## src/rtl/core/assert_macros.svh

```systemverilog
`ifndef ASSERT_MACROS_SVH
`define ASSERT_MACROS_SVH

// same-cycle implication
`define ASSERT_IMPL(lbl, clk, rst, ante, cons) \
   lbl: assert property (@(posedge clk) disable iff (rst) (ante) |-> (cons)) \
      else $error("assertion failed");

// next-cycle implication
`define ASSERT_NEXT(lbl, clk, rst, ante, cons) \
   lbl: assert property (@(posedge clk) disable iff (rst) (ante) |=> (cons)) \
      else $error("assertion failed");

`endif

```

## src/rtl/core/irq_pkg.sv

```systemverilog
`timescale 1ns / 1ps

package irq_pkg;

   localparam int CMD_W     = 3;
   localparam int VALUE_W   = 32;
   localparam int INDEX_W   = 4;
   localparam int STATUS_W  = 1;
   localparam int LENGTH_W  = 5;
   localparam int SIZE_LOG_W = 3;

   localparam logic [SIZE_LOG_W-1:0] SIZE_LOG2_RESET = 3'd4;

   typedef logic [CMD_W-1:0] cmd_code_type;

   localparam cmd_code_type CMD_PUSH   = 3'd0;
   localparam cmd_code_type CMD_POP    = 3'd1;
   localparam cmd_code_type CMD_READ   = 3'd2;
   localparam cmd_code_type CMD_REMOVE = 3'd3;
   localparam cmd_code_type CMD_SEARCH = 3'd4;

   localparam logic STATUS_OK   = 1'b0;
   localparam logic STATUS_FAIL = 1'b1;

   typedef enum logic [2:0] {
      ST_IDLE,
      ST_EXEC,
      ST_RDWAIT,
      ST_SCAN,
      ST_SHIFT,
      ST_DONE
   } irq_state_type;

   typedef struct packed {
      logic latch;
      logic push_wr;
      logic rd_item;
      logic take_data;
      logic pop_commit;
      logic fail;
      logic scan_start;
      logic scan_step;
      logic shift_from_idx;
      logic shift_from_hit;
      logic shift_step;
      logic remove_commit;
      logic publish;
   } irq_ctl_type;

   typedef struct packed {
      cmd_code_type cmd;
      logic         can_push;
      logic         not_empty;
      logic         idx_ok;
      logic         hit;
      logic         miss;
      logic         shift_done;
      logic         out_free;
   } irq_sts_type;

endpackage

```

## src/rtl/core/irq_ram.sv

```systemverilog
`timescale 1ns / 1ps

module irq_ram #(
   parameter int WIDTH = 32,
   parameter int DEPTH = 16
) (
   input  logic                                      clock,
   input  logic                                      wr_en,
   input  logic [((DEPTH > 1) ? $clog2(DEPTH) : 1)-1:0] wr_addr,
   input  logic [WIDTH-1:0]                          wr_data,
   input  logic                                      rd_en,
   input  logic [((DEPTH > 1) ? $clog2(DEPTH) : 1)-1:0] rd_addr,
   output logic [WIDTH-1:0]                          rd_data
);

   logic [WIDTH-1:0] mem_ff [DEPTH];
   logic [WIDTH-1:0] rd_data_ff;

   always_ff @(posedge clock) begin
      if (wr_en) begin
         mem_ff[wr_addr] <= wr_data;
      end
      if (rd_en) begin
         rd_data_ff <= mem_ff[rd_addr];
      end
   end

   assign rd_data = rd_data_ff;

endmodule

```

## src/rtl/core/irq_ctrl.sv

```systemverilog
`timescale 1ns / 1ps
`include "assert_macros.svh"

module irq_ctrl (
   input  logic                 clock,
   input  logic                 reset,
   input  logic                 req_valid,
   output logic                 req_ready,
   input  irq_pkg::irq_sts_type sts,
   output irq_pkg::irq_ctl_type ctl
);

   irq_pkg::irq_state_type state_ff;
   irq_pkg::irq_state_type state_in;

   always_ff @(posedge clock) begin
      if (reset) begin
         state_ff <= irq_pkg::ST_IDLE;
      end else begin
         state_ff <= state_in;
      end
   end

   // next state
   always_comb begin
      state_in = state_ff;
      unique case (state_ff)
         irq_pkg::ST_IDLE: begin
            if (req_valid) state_in = irq_pkg::ST_EXEC;
         end
         irq_pkg::ST_EXEC: begin
            unique case (sts.cmd)
               irq_pkg::CMD_POP:
                  state_in = sts.not_empty ? irq_pkg::ST_RDWAIT : irq_pkg::ST_DONE;
               irq_pkg::CMD_READ:
                  state_in = sts.idx_ok ? irq_pkg::ST_RDWAIT : irq_pkg::ST_DONE;
               irq_pkg::CMD_REMOVE:
                  state_in = sts.idx_ok ? irq_pkg::ST_SHIFT : irq_pkg::ST_DONE;
               irq_pkg::CMD_SEARCH:
                  state_in = sts.not_empty ? irq_pkg::ST_SCAN : irq_pkg::ST_DONE;
               default:
                  state_in = irq_pkg::ST_DONE;
            endcase
         end
         irq_pkg::ST_RDWAIT: begin
            state_in = irq_pkg::ST_DONE;
         end
         irq_pkg::ST_SCAN: begin
            priority if (sts.hit) begin
               state_in = irq_pkg::ST_SHIFT;
            end else if (sts.miss) begin
               state_in = irq_pkg::ST_DONE;
            end else begin
               state_in = irq_pkg::ST_SCAN;
            end
         end
         irq_pkg::ST_SHIFT: begin
            if (sts.shift_done) state_in = irq_pkg::ST_DONE;
         end
         irq_pkg::ST_DONE: begin
            if (sts.out_free) state_in = irq_pkg::ST_IDLE;
         end
         default: state_in = irq_pkg::ST_IDLE;
      endcase
   end

   // outputs
   always_comb begin
      ctl       = '0;
      req_ready = 1'b0;
      unique case (state_ff)
         irq_pkg::ST_IDLE: begin
            req_ready = 1'b1;
            ctl.latch = req_valid;
         end
         irq_pkg::ST_EXEC: begin
            unique case (sts.cmd)
               irq_pkg::CMD_PUSH: begin
                  ctl.push_wr = sts.can_push;
                  ctl.fail    = !sts.can_push;
               end
               irq_pkg::CMD_POP: begin
                  ctl.rd_item = sts.not_empty;
                  ctl.fail    = !sts.not_empty;
               end
               irq_pkg::CMD_READ: begin
                  ctl.rd_item = sts.idx_ok;
                  ctl.fail    = !sts.idx_ok;
               end
               irq_pkg::CMD_REMOVE: begin
                  ctl.shift_from_idx = sts.idx_ok;
                  ctl.fail           = !sts.idx_ok;
               end
               irq_pkg::CMD_SEARCH: begin
                  ctl.scan_start = sts.not_empty;
                  ctl.fail       = !sts.not_empty;
               end
               default: ctl.fail = 1'b1;
            endcase
         end
         irq_pkg::ST_RDWAIT: begin
            ctl.take_data  = 1'b1;
            ctl.pop_commit = (sts.cmd == irq_pkg::CMD_POP);
         end
         irq_pkg::ST_SCAN: begin
            priority if (sts.hit) begin
               ctl.shift_from_hit = 1'b1;
            end else if (sts.miss) begin
               ctl.fail = 1'b1;
            end else begin
               ctl.scan_step = 1'b1;
            end
         end
         irq_pkg::ST_SHIFT: begin
            ctl.remove_commit = sts.shift_done;
            ctl.shift_step    = !sts.shift_done;
         end
         irq_pkg::ST_DONE: begin
            ctl.publish = sts.out_free;
         end
         default: ctl = '0;
      endcase
   end

   `ASSERT_IMPL(a_shift_cmd, clock, reset, state_ff == irq_pkg::ST_SHIFT,
      sts.cmd == irq_pkg::CMD_REMOVE || sts.cmd == irq_pkg::CMD_SEARCH)
   `ASSERT_NEXT(a_publish_idle, clock, reset, ctl.publish, state_ff == irq_pkg::ST_IDLE)

endmodule

```

## src/rtl/core/irq_dp.sv

```systemverilog
`timescale 1ns / 1ps
`include "assert_macros.svh"

module irq_dp #(
   parameter int MAX_ENTRIES = 16,
   parameter int DATA_WIDTH  = 32
) (
   input  logic                              clock,
   input  logic                              reset,
   input  logic                              csr_write_en,
   input  logic [irq_pkg::SIZE_LOG_W-1:0]    csr_write_data,
   input  irq_pkg::cmd_code_type             req_command,
   input  logic [irq_pkg::VALUE_W-1:0]       req_value,
   input  logic [irq_pkg::INDEX_W-1:0]       req_index,
   output logic                              rsp_valid,
   input  logic                              rsp_ready,
   output logic [irq_pkg::STATUS_W-1:0]      rsp_status,
   output logic [irq_pkg::VALUE_W-1:0]       rsp_data,
   output logic [irq_pkg::LENGTH_W-1:0]      rsp_length,
   input  irq_pkg::irq_ctl_type              ctl,
   output irq_pkg::irq_sts_type              sts
);

   localparam int AW = (MAX_ENTRIES > 1) ? $clog2(MAX_ENTRIES) : 1;
   localparam int CW = $clog2(MAX_ENTRIES + 1);
   localparam int SW = ((AW > CW) ? AW : CW) + 1;
   localparam int XW = CW + irq_pkg::INDEX_W;
   localparam int OW = (DATA_WIDTH < irq_pkg::VALUE_W) ? DATA_WIDTH : irq_pkg::VALUE_W;

   function automatic logic [CW-1:0] cap_of(input logic [irq_pkg::SIZE_LOG_W-1:0] lg);
      logic [7:0] pw;
      pw = 8'd1 << lg;
      if (32'(pw) > MAX_ENTRIES) return CW'(MAX_ENTRIES);
      return CW'(pw);
   endfunction

   // head + logical, wrapped once at the capacity
   function automatic logic [AW-1:0] slot_of(input logic [AW-1:0] h,
                                             input logic [CW-1:0] l,
                                             input logic [CW-1:0] c);
      logic [SW-1:0] s;
      s = SW'(h) + SW'(l);
      if (s >= SW'(c)) s = s - SW'(c);
      return AW'(s);
   endfunction

   logic [CW-1:0]          cap_ff, cap_in;
   logic [AW-1:0]          head_ff, head_in;
   logic [CW-1:0]          count_ff, count_in;
   logic [CW-1:0]          cursor_ff, cursor_in;
   logic                   pend_ff, pend_in;
   logic [CW-1:0]          cmp_idx_ff, cmp_idx_in;
   logic [AW-1:0]          wr_slot_ff, wr_slot_in;
   irq_pkg::cmd_code_type  cmd_ff, cmd_in;
   logic [DATA_WIDTH-1:0]  value_ff, value_in;
   logic [irq_pkg::INDEX_W-1:0] idx_ff, idx_in;
   logic                   res_status_ff, res_status_in;
   logic [DATA_WIDTH-1:0]  res_data_ff, res_data_in;
   logic                   rsp_valid_ff, rsp_valid_in;
   logic                   rsp_status_ff, rsp_status_in;
   logic [DATA_WIDTH-1:0]  rsp_data_ff, rsp_data_in;
   logic [CW-1:0]          rsp_length_ff, rsp_length_in;

   logic [CW-1:0]          cursor_inc;
   logic                   more_scan;
   logic                   more_shift;
   logic [CW-1:0]          rd_log;
   logic [AW-1:0]          rd_slot;
   logic [AW-1:0]          push_slot;
   logic [AW-1:0]          cur_slot;
   logic [AW-1:0]          head_next;
   logic                   ram_wr_en;
   logic [AW-1:0]          ram_wr_addr;
   logic [DATA_WIDTH-1:0]  ram_wr_data;
   logic                   ram_rd_en;
   logic [DATA_WIDTH-1:0]  ram_rd_data;
   logic                   hit;

   assign cursor_inc = cursor_ff + CW'(1);
   assign more_scan  = cursor_ff < count_ff;
   assign more_shift = cursor_inc < count_ff;

   always_comb begin
      priority if (ctl.rd_item) begin
         rd_log = (cmd_ff == irq_pkg::CMD_POP) ? '0 : CW'(idx_ff);
      end else if (ctl.scan_step) begin
         rd_log = cursor_ff;
      end else begin
         rd_log = cursor_inc;
      end
   end

   assign rd_slot   = slot_of(head_ff, rd_log, cap_ff);
   assign push_slot = slot_of(head_ff, count_ff, cap_ff);
   assign cur_slot  = slot_of(head_ff, cursor_ff, cap_ff);
   assign head_next = slot_of(head_ff, CW'(1), cap_ff);

   assign ram_wr_en   = ctl.push_wr | (ctl.shift_step & pend_ff);
   assign ram_wr_addr = ctl.push_wr ? push_slot : wr_slot_ff;
   assign ram_wr_data = ctl.push_wr ? value_ff : ram_rd_data;
   assign ram_rd_en   = ctl.rd_item | (ctl.scan_step & more_scan) |
                        (ctl.shift_step & more_shift);

   irq_ram #(
      .WIDTH (DATA_WIDTH),
      .DEPTH (MAX_ENTRIES)
   ) u_ram (
      .clock   (clock),
      .wr_en   (ram_wr_en),
      .wr_addr (ram_wr_addr),
      .wr_data (ram_wr_data),
      .rd_en   (ram_rd_en),
      .rd_addr (rd_slot),
      .rd_data (ram_rd_data)
   );

   assign hit = pend_ff && (ram_rd_data == value_ff);

   always_comb begin
      sts            = '0;
      sts.cmd        = cmd_ff;
      sts.can_push   = count_ff < cap_ff;
      sts.not_empty  = count_ff != '0;
      sts.idx_ok     = XW'(idx_ff) < XW'(count_ff);
      sts.hit        = hit;
      sts.miss       = !hit && !more_scan;
      sts.shift_done = !pend_ff && !more_shift;
      sts.out_free   = !rsp_valid_ff || rsp_ready;
   end

   always_comb begin
      cap_in        = cap_ff;
      head_in       = head_ff;
      count_in      = count_ff;
      cursor_in     = cursor_ff;
      pend_in       = pend_ff;
      cmp_idx_in    = cmp_idx_ff;
      wr_slot_in    = wr_slot_ff;
      cmd_in        = cmd_ff;
      value_in      = value_ff;
      idx_in        = idx_ff;
      res_status_in = res_status_ff;
      res_data_in   = res_data_ff;
      rsp_valid_in  = rsp_valid_ff;
      rsp_status_in = rsp_status_ff;
      rsp_data_in   = rsp_data_ff;
      rsp_length_in = rsp_length_ff;

      if (csr_write_en) begin
         cap_in   = cap_of(csr_write_data);
         head_in  = '0;
         count_in = '0;
      end
      if (ctl.latch) begin
         cmd_in   = req_command;
         value_in = DATA_WIDTH'(req_value[OW-1:0]);
         idx_in   = req_index;
      end
      if (ctl.push_wr) begin
         count_in      = count_ff + CW'(1);
         res_status_in = irq_pkg::STATUS_OK;
         res_data_in   = '0;
      end
      if (ctl.take_data) begin
         res_status_in = irq_pkg::STATUS_OK;
         res_data_in   = ram_rd_data;
      end
      if (ctl.pop_commit) begin
         head_in  = head_next;
         count_in = count_ff - CW'(1);
      end
      if (ctl.fail) begin
         res_status_in = irq_pkg::STATUS_FAIL;
         res_data_in   = '0;
      end
      if (ctl.scan_start) begin
         cursor_in = '0;
         pend_in   = 1'b0;
      end
      if (ctl.scan_step) begin
         cursor_in  = cursor_inc;
         pend_in    = more_scan;
         cmp_idx_in = cursor_ff;
      end
      if (ctl.shift_from_idx) begin
         cursor_in = CW'(idx_ff);
         pend_in   = 1'b0;
      end
      if (ctl.shift_from_hit) begin
         cursor_in = cmp_idx_ff;
         pend_in   = 1'b0;
      end
      if (ctl.shift_step) begin
         pend_in = more_shift;
         if (more_shift) begin
            cursor_in  = cursor_inc;
            wr_slot_in = cur_slot;
         end
      end
      if (ctl.remove_commit) begin
         count_in      = count_ff - CW'(1);
         res_status_in = irq_pkg::STATUS_OK;
         res_data_in   = '0;
      end
      if (ctl.publish) begin
         rsp_valid_in  = 1'b1;
         rsp_status_in = res_status_ff;
         rsp_data_in   = res_data_ff;
         rsp_length_in = count_ff;
      end else if (rsp_ready) begin
         rsp_valid_in = 1'b0;
      end
   end

   always_ff @(posedge clock) begin
      if (reset) begin
         cap_ff       <= cap_of(irq_pkg::SIZE_LOG2_RESET);
         head_ff      <= '0;
         count_ff     <= '0;
         pend_ff      <= 1'b0;
         rsp_valid_ff <= 1'b0;
      end else begin
         cap_ff       <= cap_in;
         head_ff      <= head_in;
         count_ff     <= count_in;
         pend_ff      <= pend_in;
         rsp_valid_ff <= rsp_valid_in;
      end
   end

   always_ff @(posedge clock) begin
      cursor_ff     <= cursor_in;
      cmp_idx_ff    <= cmp_idx_in;
      wr_slot_ff    <= wr_slot_in;
      cmd_ff        <= cmd_in;
      value_ff      <= value_in;
      idx_ff        <= idx_in;
      res_status_ff <= res_status_in;
      res_data_ff   <= res_data_in;
      rsp_status_ff <= rsp_status_in;
      rsp_data_ff   <= rsp_data_in;
      rsp_length_ff <= rsp_length_in;
   end

   assign rsp_valid  = rsp_valid_ff;
   assign rsp_status = rsp_status_ff;
   assign rsp_data   = irq_pkg::VALUE_W'(rsp_data_ff[OW-1:0]);
   assign rsp_length = irq_pkg::LENGTH_W'(rsp_length_ff);

   `ASSERT_IMPL(a_count_cap, clock, reset, 1'b1, count_ff <= cap_ff)
   `ASSERT_IMPL(a_head_cap, clock, reset, 1'b1, SW'(head_ff) < SW'(cap_ff))
   `ASSERT_IMPL(a_publish_free, clock, reset, ctl.publish, !rsp_valid_ff || rsp_ready)

endmodule

```

## src/rtl/core/indexed_ring_queue.sv

```systemverilog
// A request goes from IDLE to EXEC, then to DONE for push and for a command refused at once;
// pop and read pass RDWAIT, removal by index passes SHIFT, and search passes SCAN, then SHIFT
// on a hit; the SCAN and SHIFT steps grow with the stored words. rsp_valid rises on leaving DONE.
// The shared single-write, single-read entry RAM sets the removal time:
// the search reads one entry per cycle, the gap close moves one per cycle.
// One transaction in flight; req_ready rises in the same cycle as rsp_valid.
// Synchronous active-high reset: queue empty, capacity min(16, MAX_ENTRIES), no result pending.
`timescale 1ns / 1ps

module indexed_ring_queue #(
   parameter int MAX_ENTRIES = 16,
   parameter int DATA_WIDTH  = 32
) (
   input  logic                            clock,
   input  logic                            reset,
   input  logic                            csr_write_en,
   input  logic [irq_pkg::SIZE_LOG_W-1:0]  csr_write_data,
   input  logic                            req_valid,
   output logic                            req_ready,
   input  logic [irq_pkg::CMD_W-1:0]       req_command,
   input  logic [irq_pkg::VALUE_W-1:0]     req_value,
   input  logic [irq_pkg::INDEX_W-1:0]     req_index,
   output logic                            rsp_valid,
   input  logic                            rsp_ready,
   output logic [irq_pkg::STATUS_W-1:0]    rsp_status,
   output logic [irq_pkg::VALUE_W-1:0]     rsp_data,
   output logic [irq_pkg::LENGTH_W-1:0]    rsp_length
);

   irq_pkg::irq_ctl_type ctl;
   irq_pkg::irq_sts_type sts;

   irq_ctrl u_ctrl (
      .clock     (clock),
      .reset     (reset),
      .req_valid (req_valid),
      .req_ready (req_ready),
      .sts       (sts),
      .ctl       (ctl)
   );

   irq_dp #(
      .MAX_ENTRIES (MAX_ENTRIES),
      .DATA_WIDTH  (DATA_WIDTH)
   ) u_dp (
      .clock          (clock),
      .reset          (reset),
      .csr_write_en   (csr_write_en),
      .csr_write_data (csr_write_data),
      .req_command    (req_command),
      .req_value      (req_value),
      .req_index      (req_index),
      .rsp_valid      (rsp_valid),
      .rsp_ready      (rsp_ready),
      .rsp_status     (rsp_status),
      .rsp_data       (rsp_data),
      .rsp_length     (rsp_length),
      .ctl            (ctl),
      .sts            (sts)
   );

endmodule
```

## config.mk

```make
export PLATFORM = sky130hd
export DESIGN_NAME = indexed_ring_queue
export DESIGN_NICKNAME = d
export VERILOG_FILES = /design/src/rtl/core/irq_pkg.sv /design/src/rtl/core/irq_ram.sv /design/src/rtl/core/irq_ctrl.sv /design/src/rtl/core/irq_dp.sv /design/src/rtl/core/indexed_ring_queue.sv
export VERILOG_INCLUDE_DIRS = /design/src /design/src/rtl/core
export SDC_FILE = /design/constraint.sdc
export NUM_CORES = 1
export LEC_CHECK = 0
export BUFFER_PORTS_ARGS = -buffer_cell sky130_fd_sc_hd__buf_2
export CAP_MARGIN = 20
export CORE_MARGIN = 4
export CORE_UTILIZATION = 65
export DETAILED_ROUTE_END_ITERATION = 8
export GPL_TIMING_DRIVEN = 0
export PLACE_DENSITY = 0.83
export SYNTH_ARGS = -nofsm -noshare
export SYNTH_HDL_FRONTEND = slang
export SYNTH_SLANG_ARGS = --single-unit
export TNS_END_PERCENT = 100
```

## constraint.sdc

```tcl
create_clock -name clock -period 13.4 [get_ports clock]
set_clock_uncertainty 0.05 [all_clocks]
set_input_delay 0.67 -clock clock [delete_from_list [all_inputs] [get_ports clock]]
set_output_delay 0.67 -clock clock [all_outputs]
set_load 0.005 [all_outputs]
```

# Word level (Yosys, flattened, before mapping)
# Memory sizes are Yosys's and may differ from the RTL's. A register that Yosys moved wholly into a read port is not among the register bits.
# Cells that the tools add are included.
[op_classes]
addsub = 11
n_lt_le_gt_ge = 9
n_eq_ne = 13
shift = 1
muxes = 71
bitwise_logic = 6
reduce_logical = 27
[op_table]
columns = ["operator", "count"]
rows = [
  ["$mux W32", 3],
  ["$mux W5", 14],
  ["$eq A32 B32 Y1", 1],
  ["$mux W4", 8],
  ["$mux W1", 30],
  ["$mux W3", 8],
  ["$add A4 B5 Y6", 3],
  ["$ge A6 B5 Y1", 3],
  ["$pmux W3 S6", 1],
  ["$sub A4 B4 Y4", 4],
  ["$lt A5 B5 Y1", 3],
  ["$eq A3 B2 Y1 const B", 4],
  ["$pmux W3 S4", 1],
  ["$add A5 B1 Y5 const B", 2],
  ["$reduce_bool A5 Y1", 2],
  ["$eq A3 B3 Y1 const B", 3],
  ["$logic_not A1 Y1", 9],
  ["$gt A8 B5 Y1 const B", 1],
  ["$shl A1 B3 Y8 const A", 1],
  ["$eq A3 B1 Y1 const B", 2],
  ["$logic_not A3 Y1", 2],
  ["$mux W2", 3],
  ["$reduce_bool A2 Y1", 3],
  ["$reduce_or A2 Y1", 3],
  ["other kinds (16)", 24],
]
[word_totals]
register_bits = 143
ramBits = 512
input_bits = 47
out_inout_bits = 40
wordCells = 156
mem_count = 1
[memory_table]
columns = ["name", "depth", "word_bits", "read_ports", "rd_ports_with_merged_regs", "wr", "line_no", "rtl"]
rows = [
  ["u_dp.u_ram.mem_ff", 16, 32, 1, 1, 1, "irq_ram.sv:16", "logic [WIDTH-1:0] mem_ff [DEPTH];"],
]

# Logic depth before layout (Yosys ltp)
[logic_depth]
depth_word = 12
ltp_mapped = 30
mapped_depth_nobuf = 25

# Modules after synthesis
# From an unflattened synthesis, not the netlist that was laid out.
[hier_totals]
cells_unflattened = 1585
hier_area_um2 = 28155.8
[modules_own_cells]
columns = ["module", "instances", "cells_per_inst", "area_per_inst_um2", "seq_area_each_um2"]
rows = [
  ["irq_ram", 1, 838, 20156.8, 16335.7],
  ["irq_dp", 1, 688, 7563.5, 3663.5],
  ["irq_ctrl", 1, 59, 435.4, 60.1],
]

# Worst setup path before layout
# OpenSTA, ideal clock, no wires.
[synth_timing]
path_kind = "reg-to-reg"
startpoint = "reg u_dp.count_ff[2]"
endpoint = "reg u_dp.u_ram.rd_data_ff[26], in the netlist u_dp.u_ram.rd_data[26], read port of u_dp.u_ram.mem_ff (data pin)"
setup_ns = 0.272
arrival_time_ns = 5.622
t_required_ns = 13.078
setup_slack_ns = 7.455
path_stages_with_launch = 29
path_buffers = 6
period_less_slack_ns = 5.945
path_cell_list = "dfxtp_1 > clkbuf_1 > inv_1 > ha_1 > o211ai_1 > o21ai_1 > nor3_1 > clkbuf_1 > xor2_1 > o21ai_0 > ha_1 > inv_1 > fa_1 > xnor2_1 > ha_1 > a21boi_0 > o21a_1 > o21ai_0 > nand2b_1 > a41o_2 > buf_6 > mux2i_1 > buf_4 > buf_8 > buf_6 > mux2i_1 > o22ai_1 > nor3_1 > o221ai_1"
[synth_lines]
columns = ["element", "line_no", "rtl"]
rows = [
  ["from (decl)", "irq_dp.sv:49", "logic [CW-1:0] count_ff, count_in;"],
  ["from (signal assigned)", "irq_dp.sv:225", "count_ff <= count_in;"],
  ["to (decl)", "irq_ram.sv:17", "logic [WIDTH-1:0] rd_data_ff;"],
]

==> metrics.md <==
| Metric | Value |
|---|---|
| Period utilization | `64.4%` |
| CP arrival | `8.89 ns` |
| Initial detailed-routing violation count | `2534` |
| CTS Buf Count | `69` |
| Final setup fails | `0` |
| Unrepaired setup endpoints after global routing | `false` |
| Setup crit end kind | `register` |
| Vias | `17600` |
| Layout area overhead | `13.7%` |
| FP Rows | `76` |
| Async SR Flop Fraction | `0%` |
| Port buffer count | `84` |
| TritonCTS Sinks | `687` |
| Fill count | `2501` |
| RePlAce Congestion | `0.919` |
| First-pass GRT wire length | `105000 µm` |
| Largest net degree at the start of global routing | `39` |
| Die ar. | `47200 µm²` |
| Post-DR vias/cell | `6.53` |
| Seq cells post-synth | `687` |
| Met1 Track Usage GR | `39.3%` |
| DIE HEIGHT | `217 µm` |
| DP HPWL | `46700 µm` |
| Worst slew margin | `26.7%` |
| Share of cells above drive strength 1 | `13.4%` |
| Final ANT Viol Nets | `0` |
| Post-synth top area cell | `edfxtp_1` |
| Post-route design area | `32400 µm²` |
| Root buffer cell | `clkbuf_16` |
| Antenna Cells | `0` |
| Yosys synthesis warning count | `0` |
| Synthesized area | `28400 µm²` |
| EDFF count, synth | `630` |
| Nets@finish | `2160` |
| CTS Hold Bufs | `0` |
| Htree depth | `3` |
| Initial Util | `65.9%` |
| Commonest non-fill, non-tap cells in the layout | `edfxtp_1 (630), mux2i_1 (263), nand2_1 (173)` |
| Die width | `217 µm` |
| Reg clk slew, reported paths | `0.06 ns` |
| Vias in the first global route | `17600` |
| Slew @ Worst Pin | `1.09 ns` |
| Critical Path Source Type | `register` |
| Final Hold Viols | `0` |
| Crit Path Class | `reg -> reg` |
| Post-layout min period | `8.63 ns` |
| Status | `complete, no violations` |
| Crit Path Max Fanout | `14` |
| Syn Nets | `1987` |
| IR drop worst, VDD | `132 µV` |
| Mapped Cells | `1880` |
| Fmax | `116 MHz` |
| Dpl cell area | `30100 µm²` |
| Remaining DRCs | `0` |
| Max-slew violations | `0` |
| All-layer global routing usage | `29.9%` |
| Met3 Usage GRT | `7.58%` |
| Min-delay worst type | `in -> reg` |
| Commonest non-fill, non-tap cell in the layout | `edfxtp_1` |
| Post-route setup TNS | `0 ns` |
| IO Pins | `87` |
| Initial antenna violation count | `0` |
| Most used routing layer | `met2` |
| Register area share after synthesis | `70.5%` |
| Synth top area cells | `edfxtp_1 (66%), mux2i_1 (9.3%), dfxtp_1 (4.0%)` |
| Core Area | `43200 µm²` |
| Syn Area/Cell | `15.1 µm²` |
| Yosys top cell area share | `66.5%` |
| Drt wl/cell | `26.4 µm` |
| Main flop type after synthesis | `edfxtp_1` |
| PD cells | `251 nW/µm²` |
| GRT overflow | `0` |
| Leak | `11.7 nW` |
| Max Cap Viol | `0` |
| Clk buf depth | `3` |
| Worst Path Required | `13.65 ns` |
| Postcts setup bufs | `0` |
| Distinct cells, synth | `62` |
| Met2 Use GR | `49.0%` |
| TritonRoute pass-1 iters | `6` |
| CTS tree | `done` |
| Clk_lat worst skew | `0.60 ns` |
| Post-Route WL | `71000 µm` |
| Post-CTS sizing | `0` |
registers in the layout, indices dropped and copies added, names as in the netlist:
name and count:
u_dp.value_ff 32, u_dp.count_ff 5, u_dp.u_ram.mem_ff 512, u_dp.head_ff 4, u_dp.u_ram.rd_data 32, u_dp.rsp_valid 1
u_dp.idx_ff 4, u_dp.cmd_ff 3, u_dp.wr_slot_ff 4, u_dp.pend_ff 1, u_dp.rsp_status 1, u_ctrl.state_ff 3
u_dp.cap_ff 5, u_dp.res_data_ff 32, u_dp.rsp_length 5, u_dp.cursor_ff 5, u_dp.rsp_data 32, u_dp.res_status_ff 1
u_dp.cmp_idx_ff 5
layer usage:
| metal | vias to the layer above | part of all wire, % |
|---|---|---|
| met3 | 212 | 12 |
| met1 | 8599 | 37 |
| met4 | 0 | 4.0 |
| li1 | 7587 | - |
| met5 | - | 0 |
| met2 | 1155 | 48 |
stage by stage:
step	hold slack, ns	std cells	setup WS [ns]	utilization (%)	power, mW
CTS	0.172	2688	5.09	75.0	8.04
detailed placement	0.364	2567	5.13	69.8	6.11
finish	0.193	2688	4.77	75.0	8.12
global route	0.169	2688	4.51	75.0	8.40
global placement	0.364	2549	5.40	68.6	5.95
floorplan	0.358	1880	7.46	-	5.10
critical path, cell delays in order, from the launching register on:
cell	delay, ns
edfxtp_1	0.53
xor2_1	0.23
nor4_1	0.82
and4_1	0.37
buf_2	0.24
nor3_1	0.13
clkbuf_1	0.35
xor2_1	0.23
o21ai_0	0.31
ha_1	0.21
inv_1	0.05
fa_1	0.42
xnor2_1	0.46
ha_1	0.36
a21boi_0	0.15
o21a_1	0.18
o21ai_0	0.16
nand2b_1	0.08
a41o_2	0.29
buf_6	0.17
a41oi_1	0.87
clkbuf_1	0.65
o22ai_1	0.28
nor3_1	0.52
o221ai_1	0.21
cell usage after synthesis (2+ instances only):
library cell and count:
a2111oi_0 2, a211oi_1 9, a21boi_0 35, a21o_1 18, a21oi_1 46, a221oi_1 4
a31o_2 2, a31oi_1 5, a41oi_1 3, and2_1 3, and3_1 2, buf_1 7
buf_2 21, buf_4 14, buf_6 7, clkbuf_1 42, dfxtp_1 57, edfxtp_1 630
fa_1 7, ha_1 53, inv_1 29, mux2_2 4, mux2i_1 263, nand2_1 173
nand2b_1 15, nand3_1 47, nand3b_1 2, nand4_1 6, nor2_1 55, nor2b_1 13
nor3_1 52, nor3b_1 2, nor4_1 6, o211ai_1 4, o21a_1 4, o21ai_0 26
o21bai_1 2, o221ai_1 32, o22ai_1 95, or3_1 4, xnor2_1 38, xor2_1 21
power breakdown:
part	internal (mW)	switching, mW	total [mW]
clock network	1.13	0.798	1.93
registers	2.86	0.181	3.04
logic	1.12	2.02	3.15
total	5.12	3.00	8.12
cell type report:
cell class / instances / area [µm²] / share of cell area (%)
inverters: 30 / 113 / 0.348
flip-flops and latches: 687 / 20100 / 62.0
plain buffers: 92 / 488 / 1.51
clock inverters: 41 / 457 / 1.41
multi-input cells: 1071 / 7920 / 24.5
repair buffers: 102 / 803 / 2.48
clock buffers: 80 / 1790 / 5.53
well taps: 585 / 732 / 2.26
path summary, 6_finish.rpt:
| kind | from | end | slack [ns] | cells past startpoint |
|---|---|---|---|---|
| setup / recovery | u_dp.u_ram.rd_data[5] | u_dp.u_ram.rd_data[22] | 4.77 | 24 |
| hold / removal | req_value[16] | u_dp.value_ff[16] | 0.19 | 1 |
| setup reg to reg | u_dp.u_ram.rd_data[5] | u_dp.u_ram.rd_data[22] | 4.77 | 24 |
| hold reg to reg | u_dp.res_data_ff[21] | u_dp.rsp_data[21] | 0.38 | 0 |
logic make-up after synthesis:
group                      Yosys count  synth area share (%)
muxes                              268                  9.49
adders and majority gates           61                  2.86
xor gates and xnor gates            59                  1.82
DFF                                687                  70.5
and+or+nand+nor                    386                  6.12
buffers and inverters              122                  2.11
AOI/OAI and AO/OA                  297                  7.09
Power figures use the tool's default switching activity.
